File: config.mk
export PLATFORM = sky130hd
export DESIGN_NAME = console_line_editor
export DESIGN_NICKNAME = d
export VERILOG_FILES = /design/src/rtl/core/cle_pkg.sv /design/src/rtl/core/cle_ram.sv /design/src/rtl/core/cle_front.sv /design/src/rtl/core/cle_fifo.sv /design/src/rtl/core/cle_back.sv /design/src/rtl/core/console_line_editor.sv
export SDC_FILE = /design/constraint.sdc
export NUM_CORES = 1
export LEC_CHECK = 0
export CORE_UTILIZATION = 62
export CTS_BUF_LIST = sky130_fd_sc_hd__clkbuf_8
export DETAILED_ROUTE_END_ITERATION = 8
export DONT_BUFFER_PORTS = 1
export HOLD_SLACK_MARGIN = 0.15
export PLACE_DENSITY_LB_ADDON = 0.05
export SETUP_SLACK_MARGIN = 0.15
export SYNTH_ARGS = -nofsm -noshare
export SYNTH_HDL_FRONTEND = slang
export SYNTH_SLANG_ARGS = --single-unit
File: constraint.sdc
create_clock -name clk -period 10.9 [get_ports clk]
set_input_delay 1.09 -clock clk [delete_from_list [all_inputs] [get_ports clk]]
set_output_delay 1.09 -clock clk [all_outputs]
set_load 0.005 [all_outputs]
File: src/rtl/core/cle_pkg.sv
// Package for the console line editor: types, character codes and pointer arithmetic.
// Depends on nothing; every other file of the block but cle_ram imports it.
`default_nettype none

package cle_pkg;

  localparam int BUF_DEPTH = 128;
  localparam int PTR_SPAN = 2 * BUF_DEPTH;
  localparam int PTR_W = $clog2(PTR_SPAN);
  localparam int SLOT_W = (BUF_DEPTH > 1) ? $clog2(BUF_DEPTH) : 1;
  localparam int QUEUE_DEPTH = 2;
  localparam int QIDX_W = (QUEUE_DEPTH > 1) ? $clog2(QUEUE_DEPTH) : 1;
  localparam int QCNT_W = $clog2(QUEUE_DEPTH + 1);

  localparam logic [7:0] CH_NUL    = 8'h00;
  localparam logic [7:0] CH_CTRL_D = 8'h04;
  localparam logic [7:0] CH_CTRL_H = 8'h08;
  localparam logic [7:0] CH_LF     = 8'h0a;
  localparam logic [7:0] CH_CR     = 8'h0d;
  localparam logic [7:0] CH_CTRL_P = 8'h10;
  localparam logic [7:0] CH_CTRL_U = 8'h15;
  localparam logic [7:0] CH_DEL    = 8'h7f;

  localparam logic [1:0] RD_NONE  = 2'd0;
  localparam logic [1:0] RD_BYTE  = 2'd1;
  localparam logic [1:0] RD_EOF   = 2'd2;
  localparam logic [1:0] RD_EMPTY = 2'd3;

  typedef logic [PTR_W-1:0] ptr_t;
  typedef logic [SLOT_W-1:0] slot_t;

  typedef struct packed {
    logic       mode;
    logic [7:0] in_char;
    logic       first_of_read;
  } in_item_t;

  typedef struct packed {
    logic       echo_valid;
    logic [7:0] echo_byte;
    logic [7:0] erase_count;
    logic       committed;
    logic [1:0] read_status;
    logic [7:0] read_byte;
    logic       line_end;
  } out_item_t;

  typedef enum logic [2:0] {
    OP_NOP,
    OP_KILL,
    OP_ERASE,
    OP_STORE,
    OP_POP
  } op_t;

  typedef struct packed {
    op_t        op;
    logic [7:0] ch;
    logic       first;
  } q_entry_t;

  typedef enum logic {
    BK_IDLE,
    BK_POP
  } bk_state_t;

  function automatic ptr_t ptr_inc(ptr_t p);
    return (p == ptr_t'(PTR_SPAN - 1)) ? '0 : p + ptr_t'(1);
  endfunction

  function automatic ptr_t ptr_dec(ptr_t p);
    return (p == '0) ? ptr_t'(PTR_SPAN - 1) : p - ptr_t'(1);
  endfunction

  function automatic ptr_t ptr_diff(ptr_t a, ptr_t b);
    logic [PTR_W:0] s;
    if (a >= b) begin
      s = {1'b0, a} - {1'b0, b};
    end else begin
      s = {1'b0, a} + (PTR_W + 1)'(PTR_SPAN) - {1'b0, b};
    end
    return s[PTR_W-1:0];
  endfunction

  function automatic slot_t slot_of(ptr_t p);
    ptr_t t;
    t = (p >= ptr_t'(BUF_DEPTH)) ? p - ptr_t'(BUF_DEPTH) : p;
    return t[SLOT_W-1:0];
  endfunction

  function automatic logic [7:0] sat8(ptr_t n);
    logic [PTR_W+7:0] w;
    w = (PTR_W + 8)'(n);
    return (w > (PTR_W + 8)'(255)) ? 8'hff : w[7:0];
  endfunction

endpackage

`default_nettype wire

File: src/rtl/core/cle_ram.sv
// Generic single-port-write, single-port-read RAM with registered read data.
// Depends on nothing.
`default_nettype none

module cle_ram #(
  parameter int WIDTH = 8,
  parameter int DEPTH = 128
) (
  input  wire logic                                          clk,
  input  wire logic                                          we,
  input  wire logic [((DEPTH > 1) ? $clog2(DEPTH) : 1)-1:0] waddr,
  input  wire logic [WIDTH-1:0]                              wdata,
  input  wire logic [((DEPTH > 1) ? $clog2(DEPTH) : 1)-1:0] raddr,
  output logic      [WIDTH-1:0]                              rdata
);

  logic [WIDTH-1:0] mem [DEPTH];

  always_ff @(posedge clk) begin
    if (we) begin
      mem[waddr] <= wdata;
    end
    rdata <= mem[raddr];
  end

endmodule

`default_nettype wire

File: src/rtl/core/cle_front.sv
// Front end of the console line editor: accepts words and classifies them into operations.
// Depends on cle_pkg.
`default_nettype none

module cle_front (
  input  wire logic             start,
  input  wire logic             busy,
  input  wire cle_pkg::in_item_t item,
  output logic                  push,
  output cle_pkg::q_entry_t     entry
);
  import cle_pkg::*;

  assign push = start && !busy;

  always_comb begin
    entry.first = item.first_of_read;
    entry.ch = (item.in_char == CH_CR) ? CH_LF : item.in_char;
    if (item.mode) begin
      entry.op = OP_POP;
    end else begin
      priority if (item.in_char == CH_NUL || item.in_char == CH_CTRL_P) begin
        entry.op = OP_NOP;
      end else if (item.in_char == CH_CTRL_U) begin
        entry.op = OP_KILL;
      end else if (item.in_char == CH_CTRL_H || item.in_char == CH_DEL) begin
        entry.op = OP_ERASE;
      end else begin
        entry.op = OP_STORE;
      end
    end
  end

endmodule

`default_nettype wire

File: src/rtl/core/cle_fifo.sv
// Short queue of classified operations between the front and back ends.
// Depends on cle_pkg.
`default_nettype none

module cle_fifo (
  input  wire logic             clk,
  input  wire logic             rst,
  input  wire logic             push,
  input  wire cle_pkg::q_entry_t push_entry,
  input  wire logic             pop,
  output cle_pkg::q_entry_t     head,
  output logic                  empty,
  output logic                  full
);
  import cle_pkg::*;

  q_entry_t            slots [QUEUE_DEPTH];
  logic [QIDX_W-1:0]   wr_idx;
  logic [QIDX_W-1:0]   rd_idx;
  logic [QCNT_W-1:0]   count;
  logic                do_push;
  logic                do_pop;

  assign empty = (count == '0);
  assign full = (count == QCNT_W'(QUEUE_DEPTH));
  assign head = slots[rd_idx];
  assign do_push = push && !full;
  assign do_pop = pop && !empty;

  always_ff @(posedge clk) begin
    if (do_push) begin
      slots[wr_idx] <= push_entry;
    end
  end

  always_ff @(posedge clk) begin
    if (rst) begin
      wr_idx <= '0;
      rd_idx <= '0;
      count <= '0;
    end else begin
      if (do_push) begin
        wr_idx <= (wr_idx == QIDX_W'(QUEUE_DEPTH - 1)) ? '0 : wr_idx + QIDX_W'(1);
      end
      if (do_pop) begin
        rd_idx <= (rd_idx == QIDX_W'(QUEUE_DEPTH - 1)) ? '0 : rd_idx + QIDX_W'(1);
      end
      if (do_push && !do_pop) begin
        count <= count + QCNT_W'(1);
      end else if (do_pop && !do_push) begin
        count <= count - QCNT_W'(1);
      end
    end
  end

endmodule

`default_nettype wire

File: src/rtl/core/cle_back.sv
// Back end of the console line editor: owns the line store and its pointers and
// carries out queued operations. Depends on cle_pkg and cle_ram.
`default_nettype none

module cle_back (
  input  wire logic              clk,
  input  wire logic              rst,
  input  wire logic              q_empty,
  input  wire cle_pkg::q_entry_t  q_head,
  output logic                   q_pop,
  output logic                   done,
  output cle_pkg::out_item_t     result
);
  import cle_pkg::*;

  bk_state_t state;
  bk_state_t state_next;
  ptr_t      read_point;
  ptr_t      read_point_next;
  ptr_t      commit_point;
  ptr_t      commit_point_next;
  ptr_t      edit_point;
  ptr_t      edit_point_next;
  logic      pop_first;
  logic      pop_first_next;
  logic      done_next;
  out_item_t result_next;
  ptr_t      fill;
  logic      ram_we;
  logic [7:0] ram_rdata;

  cle_ram #(
    .WIDTH(8),
    .DEPTH(BUF_DEPTH)
  ) u_line_store (
    .clk  (clk),
    .we   (ram_we),
    .waddr(slot_of(edit_point)),
    .wdata(q_head.ch),
    .raddr(slot_of(read_point)),
    .rdata(ram_rdata)
  );

  assign fill = ptr_diff(edit_point, read_point);

  always_ff @(posedge clk) begin
    if (rst) begin
      state <= BK_IDLE;
      read_point <= '0;
      commit_point <= '0;
      edit_point <= '0;
      done <= 1'b0;
    end else begin
      state <= state_next;
      read_point <= read_point_next;
      commit_point <= commit_point_next;
      edit_point <= edit_point_next;
      done <= done_next;
    end
  end

  always_ff @(posedge clk) begin
    pop_first <= pop_first_next;
    result <= result_next;
  end

  always_comb begin
    state_next = state;
    read_point_next = read_point;
    commit_point_next = commit_point;
    edit_point_next = edit_point;
    pop_first_next = pop_first;
    done_next = 1'b0;
    result_next = '0;
    q_pop = 1'b0;
    ram_we = 1'b0;
    unique case (state)
      BK_IDLE: begin
        if (!q_empty) begin
          q_pop = 1'b1;
          done_next = 1'b1;
          unique case (q_head.op)
            OP_NOP: begin
            end
            OP_KILL: begin
              result_next.erase_count = sat8(ptr_diff(edit_point, commit_point));
              edit_point_next = commit_point;
            end
            OP_ERASE: begin
              if (edit_point != commit_point) begin
                edit_point_next = ptr_dec(edit_point);
                result_next.erase_count = 8'd1;
              end
            end
            OP_STORE: begin
              if (fill < ptr_t'(BUF_DEPTH)) begin
                result_next.echo_valid = 1'b1;
                result_next.echo_byte = q_head.ch;
                ram_we = 1'b1;
                edit_point_next = ptr_inc(edit_point);
                if (q_head.ch == CH_LF || q_head.ch == CH_CTRL_D ||
                    fill == ptr_t'(BUF_DEPTH - 1)) begin
                  commit_point_next = ptr_inc(edit_point);
                  result_next.committed = 1'b1;
                end
              end
            end
            OP_POP: begin
              if (read_point == commit_point) begin
                result_next.read_status = RD_EMPTY;
              end else begin
                done_next = 1'b0;
                pop_first_next = q_head.first;
                state_next = BK_POP;
              end
            end
            default: begin
            end
          endcase
        end
      end
      BK_POP: begin
        done_next = 1'b1;
        state_next = BK_IDLE;
        if (ram_rdata == CH_CTRL_D) begin
          if (pop_first) begin
            read_point_next = ptr_inc(read_point);
          end
          result_next.read_status = RD_EOF;
        end else begin
          read_point_next = ptr_inc(read_point);
          result_next.read_status = RD_BYTE;
          result_next.read_byte = ram_rdata;
          result_next.line_end = (ram_rdata == CH_LF);
        end
      end
      default: begin
        state_next = BK_IDLE;
      end
    endcase
  end

  a_pop_finishes: assert property (@(posedge clk) disable iff (rst)
    state == BK_POP |=> done && state == BK_IDLE)
    else $error("line store read did not produce a result");

  a_fill_bounded: assert property (@(posedge clk) disable iff (rst)
    ptr_diff(edit_point, read_point) <= ptr_t'(BUF_DEPTH))
    else $error("ring holds more than its depth");

  a_commit_inside: assert property (@(posedge clk) disable iff (rst)
    ptr_diff(commit_point, read_point) <= ptr_diff(edit_point, read_point))
    else $error("commit point lies past the edit point");

  a_commit_echoes: assert property (@(posedge clk) disable iff (rst)
    done && result.committed |-> result.echo_valid)
    else $error("commit without a stored character");

  a_line_end_byte: assert property (@(posedge clk) disable iff (rst)
    done && result.line_end |-> result.read_status == RD_BYTE && result.read_byte == CH_LF)
    else $error("line end flagged without a delivered LF");

endmodule

`default_nettype wire

File: src/rtl/core/console_line_editor.sv
// Console line editor top level: canonical line buffer with editing and read pops.
// Depends on cle_pkg, cle_front, cle_fifo and cle_back.
//
// A word is taken when start is high and busy is low; each word gives exactly one
// result, shown for one cycle with done high, which the receiver cannot stall.
// Edit words (characters, backspace, Ctrl-U) finish in the back end's idle state;
// a stored-byte pop also passes BK_POP, as the line store has a registered read port.
// A taken word is registered in the queue, its result in the done and result
// registers. A two-word queue separates the classifier from the back end; busy is
// high while that queue is full. The line store needs no clearing pass after reset.
`default_nettype none

module console_line_editor (
  input  wire logic               clk,
  input  wire logic               rst,
  input  wire logic               start,
  input  wire cle_pkg::in_item_t   item,
  output logic                    busy,
  output logic                    done,
  output cle_pkg::out_item_t      result
);
  import cle_pkg::*;

  logic     push;
  q_entry_t push_entry;
  q_entry_t q_head;
  logic     q_pop;
  logic     q_empty;
  logic     q_full;

  assign busy = q_full;

  cle_front u_front (
    .start(start),
    .busy (busy),
    .item (item),
    .push (push),
    .entry(push_entry)
  );

  cle_fifo u_fifo (
    .clk       (clk),
    .rst       (rst),
    .push      (push),
    .push_entry(push_entry),
    .pop       (q_pop),
    .head      (q_head),
    .empty     (q_empty),
    .full      (q_full)
  );

  cle_back u_back (
    .clk    (clk),
    .rst    (rst),
    .q_empty(q_empty),
    .q_head (q_head),
    .q_pop  (q_pop),
    .done   (done),
    .result (result)
  );

endmodule

`default_nettype wire

==> impl_metrics.yaml <==
global_route:
  grt_pass1_vias: 23180
  grt_max_degree: 104
  grt_overflow: 0
  grt_pass1_wl_mm: 155.7
  grt_usage: 0.3040
  antenna_found_initial: 4
pwr:
  power_density_nw_per_um2: 192.3
  irDropWorstVdd_v: 0.0003548
  p_leak_nw: 15.39
sta:
  rsz0062_at_grt: "no"
  relSlewSlack: 0.1918
  fin_crit_ns: 5.340
  setup_viol_count_final: 0
  setup_tns_ns: 0
  worst_pin_slew_ns: 1.212
  hold_viol: 0
  fmaxAchievable_mhz: 187.3
  final-max-slew-violation-count: 0
  finalClockSkew_ns: 0.02686
  fin_crit_sh: 0.4899
  timing.hold.ws_ns: 0.3443
layout:
  drive_gt1_frac: 0.1992
  final_common_cell: "edfxtp_1"
  nNetsFinal: 2497
  design_area_um2: 48370
  final_cells: 3538
  syn2layout_area_growth_pct: 9.370
  most-common-layout-cells: "edfxtp_1, mux4_2, nor2_1, clkbuf_8, mux2i_1"
synthesis:
  synth_compound_gate_area_share: 0.03689
  avgSynthCellArea_um2: 18.58
  synthArstFlopShare: 0
  yosysUniqueCellTypes: 65
  syn_area_um2: 44220
  synth_xor_area_frac: 0.008318
  ys_warn_count: 0
  synth_flop_cell: "edfxtp_1"
  synthMuxAreaShare: 0.1470
  synth-edff-count: 1049
  postSynthRegisterBits: 1117
  syn_inst: 2380
  yosys.area.top_type: "edfxtp_1"
  synth_top_cell_area_share: 0.7123
  yosysSeqAreaShare: 0.7431
  synth_area_leaders: "edfxtp_1, mux4_2, mux2i_1, dfxtp_1, nor2_1"
  synth_top_family_by_area: "multiplexers"
  syn_nets: 2415
  synth-simple-area-share: 0.04148
  synth_adder_area_share: 0.006564
detailed_routing:
  drtPass1Iterations: 7
  wl_per_cell_um: 30.06
  vias: 23280
  vias_per_cell: 6.581
  drc: 0
  drt-initial-drc-count: 2802
  wl_mm: 106.4
  postRouteAntennaNets: 0
placed_design:
  port_buffers: 0
  placed_cells: 3228
  place.gp.congestion: 0.8934
  hpwlAfterDp_mm: 64.24
  placed_cell_area_um2: 45120
clock_network:
  clkLatencyLatePin_ns: 0.81
  htreeDepth: 4
  cts_num_sinks: 1117
  cts-resized-gates: 0
  cts-buffers-inserted: 172
  hold_buffers: 0
  clk_root_buffer_cell: "clkbuf_8"
  cts.clk_slew.worst_paths_ns: 0.06
  cts_tree: "yes"
  clock_path_buffers: 3
  cts_setup_buffers: 0
worst_setup_path:
  end_kind: "register"
  crit_path_start_kind: "register"
  path_class: "register to register"
  crit_fanout: 44
  worstPathRequired_ns: 11.32
  crit_arrival_ns: 5.76
outcome:
  status: "completed"
min_path:
  hp-class: "input port to register"
floorplan:
  fp.dieH_um: 269.1
  row_count: 97
  fp.dieW_um: 269.1
  core_area_um2: 70270
  ios: 44
  start_util: 0.6293
  die-area_um2: 72400
flow_run:
  max_cap_violations: 0
[per-layer routing]
metal / routed length (µm) / GRT usage / up-vias
met4: 3272 / 0.1116 / 4
met5: 30 / 0 / -
li1: - / - / 9771
met1: 42850 / 0.4349 / 12020
met3: 9697 / 0.06676 / 237
met2: 50500 / 0.4666 / 1249
[synth_stat cells (all sizes together), types with 29 or more instances]
| master | instances |
|---|---|
| a21oi | 62 |
| buf | 74 |
| clkbuf | 54 |
| dfxtp | 68 |
| edfxtp | 1049 |
| inv | 29 |
| mux2i | 140 |
| mux4 | 214 |
| nand2 | 93 |
| nand3 | 31 |
| nor2 | 203 |
| o21ai | 46 |
[final cells by class]
class                      count  area, µm²
sequential                  1117      32870
fill                        4468      21900
multi-input combinational   1104      10650
clock buffer                 178       2450
tap                          940       1176
clock inverter               130      798.3
timing repair buffer          36      295.3
inverter                      31      123.9
antenna                        2      5.005
[cell families (layout without fill, tap and decap cells)]
logic type / count (synthesis) / in the layout
xor gates and xnor gates: 42 / 42
other: 0 / 2
AOI/OAI and AO/OA: 246 / 246
adders and majority gates: 22 / 22
muxes: 379 / 379
DFF: 1117 / 1117
buffers and inverters: 159 / 375
and+or+nand+nor: 415 / 415
[state kept, by name, indices dropped and copies added (netlist names), named ones only]
| register | count |
|---|---|
| u_back.u_line_store.mem | 1024 |
| u_back.result | 29 |
| u_fifo.slots | 24 |
| u_back.commit_point | 8 |
| u_back.edit_point | 8 |
| u_back.read_point | 8 |
| u_back.u_line_store.rdata | 8 |
| u_fifo.count | 2 |
| u_back.done | 1 |
| u_back.pop_first | 1 |
| u_back.state | 1 |
| u_fifo.rd_idx | 1 |
| u_fifo.wr_idx | 1 |
[metrics by stage]
stage | util | worst slack, ns | power [W]
floorplan | - | 7.148 | 0.005681
global placement | 0.6420 | 5.712 | 0.006043
detailed placement | 0.6420 | 5.630 | 0.006072
CTS | 0.6882 | 5.604 | 0.009327
global route | 0.6883 | 5.354 | 0.009565
finish | 0.6883 | 5.560 | 0.009300
[where the power goes]
part | leakage [nW] | switching (W) | internal, W
Sequential | 9.99 | 0.0000476 | 0.00510
Combinational | 3.51 | 0.000689 | 0.000148
Clock | 1.89 | 0.00160 | 0.00171
Total | 15.4 | 0.00234 | 0.00696
[final timing paths]
path                                             from                                        end  slack, ns  depth (start not counted)
setup reg to reg    u_back.read_point[2]$_SDFFE_PP0P_  u_back.u_line_store.mem[114][1]$_DFFE_PP_       5.56                         11
hold reg to reg   u_back.commit_point[1]$_SDFFE_PP0P_        u_back.commit_point[1]$_SDFFE_PP0P_       0.50                          2
hold / removal                                    rst        u_back.commit_point[1]$_SDFFE_PP0P_       0.34                          1
setup / recovery    u_back.read_point[2]$_SDFFE_PP0P_  u_back.u_line_store.mem[114][1]$_DFFE_PP_       5.56                         11
[critical path, cell delays in order (launching register included)]
cell and delay, ns:
dfxtp_4 0.52, inv_2 0.09, buf_4 0.58, ha_1 0.40
a21oi_1 0.22, a21oi_1 0.13, o31ai_1 0.18, or3b_1 0.58
clkinv_1 0.25, nand4_1 0.84, buf_4 0.55, nor2_1 0.59
(Power assumes the default switching activity.)
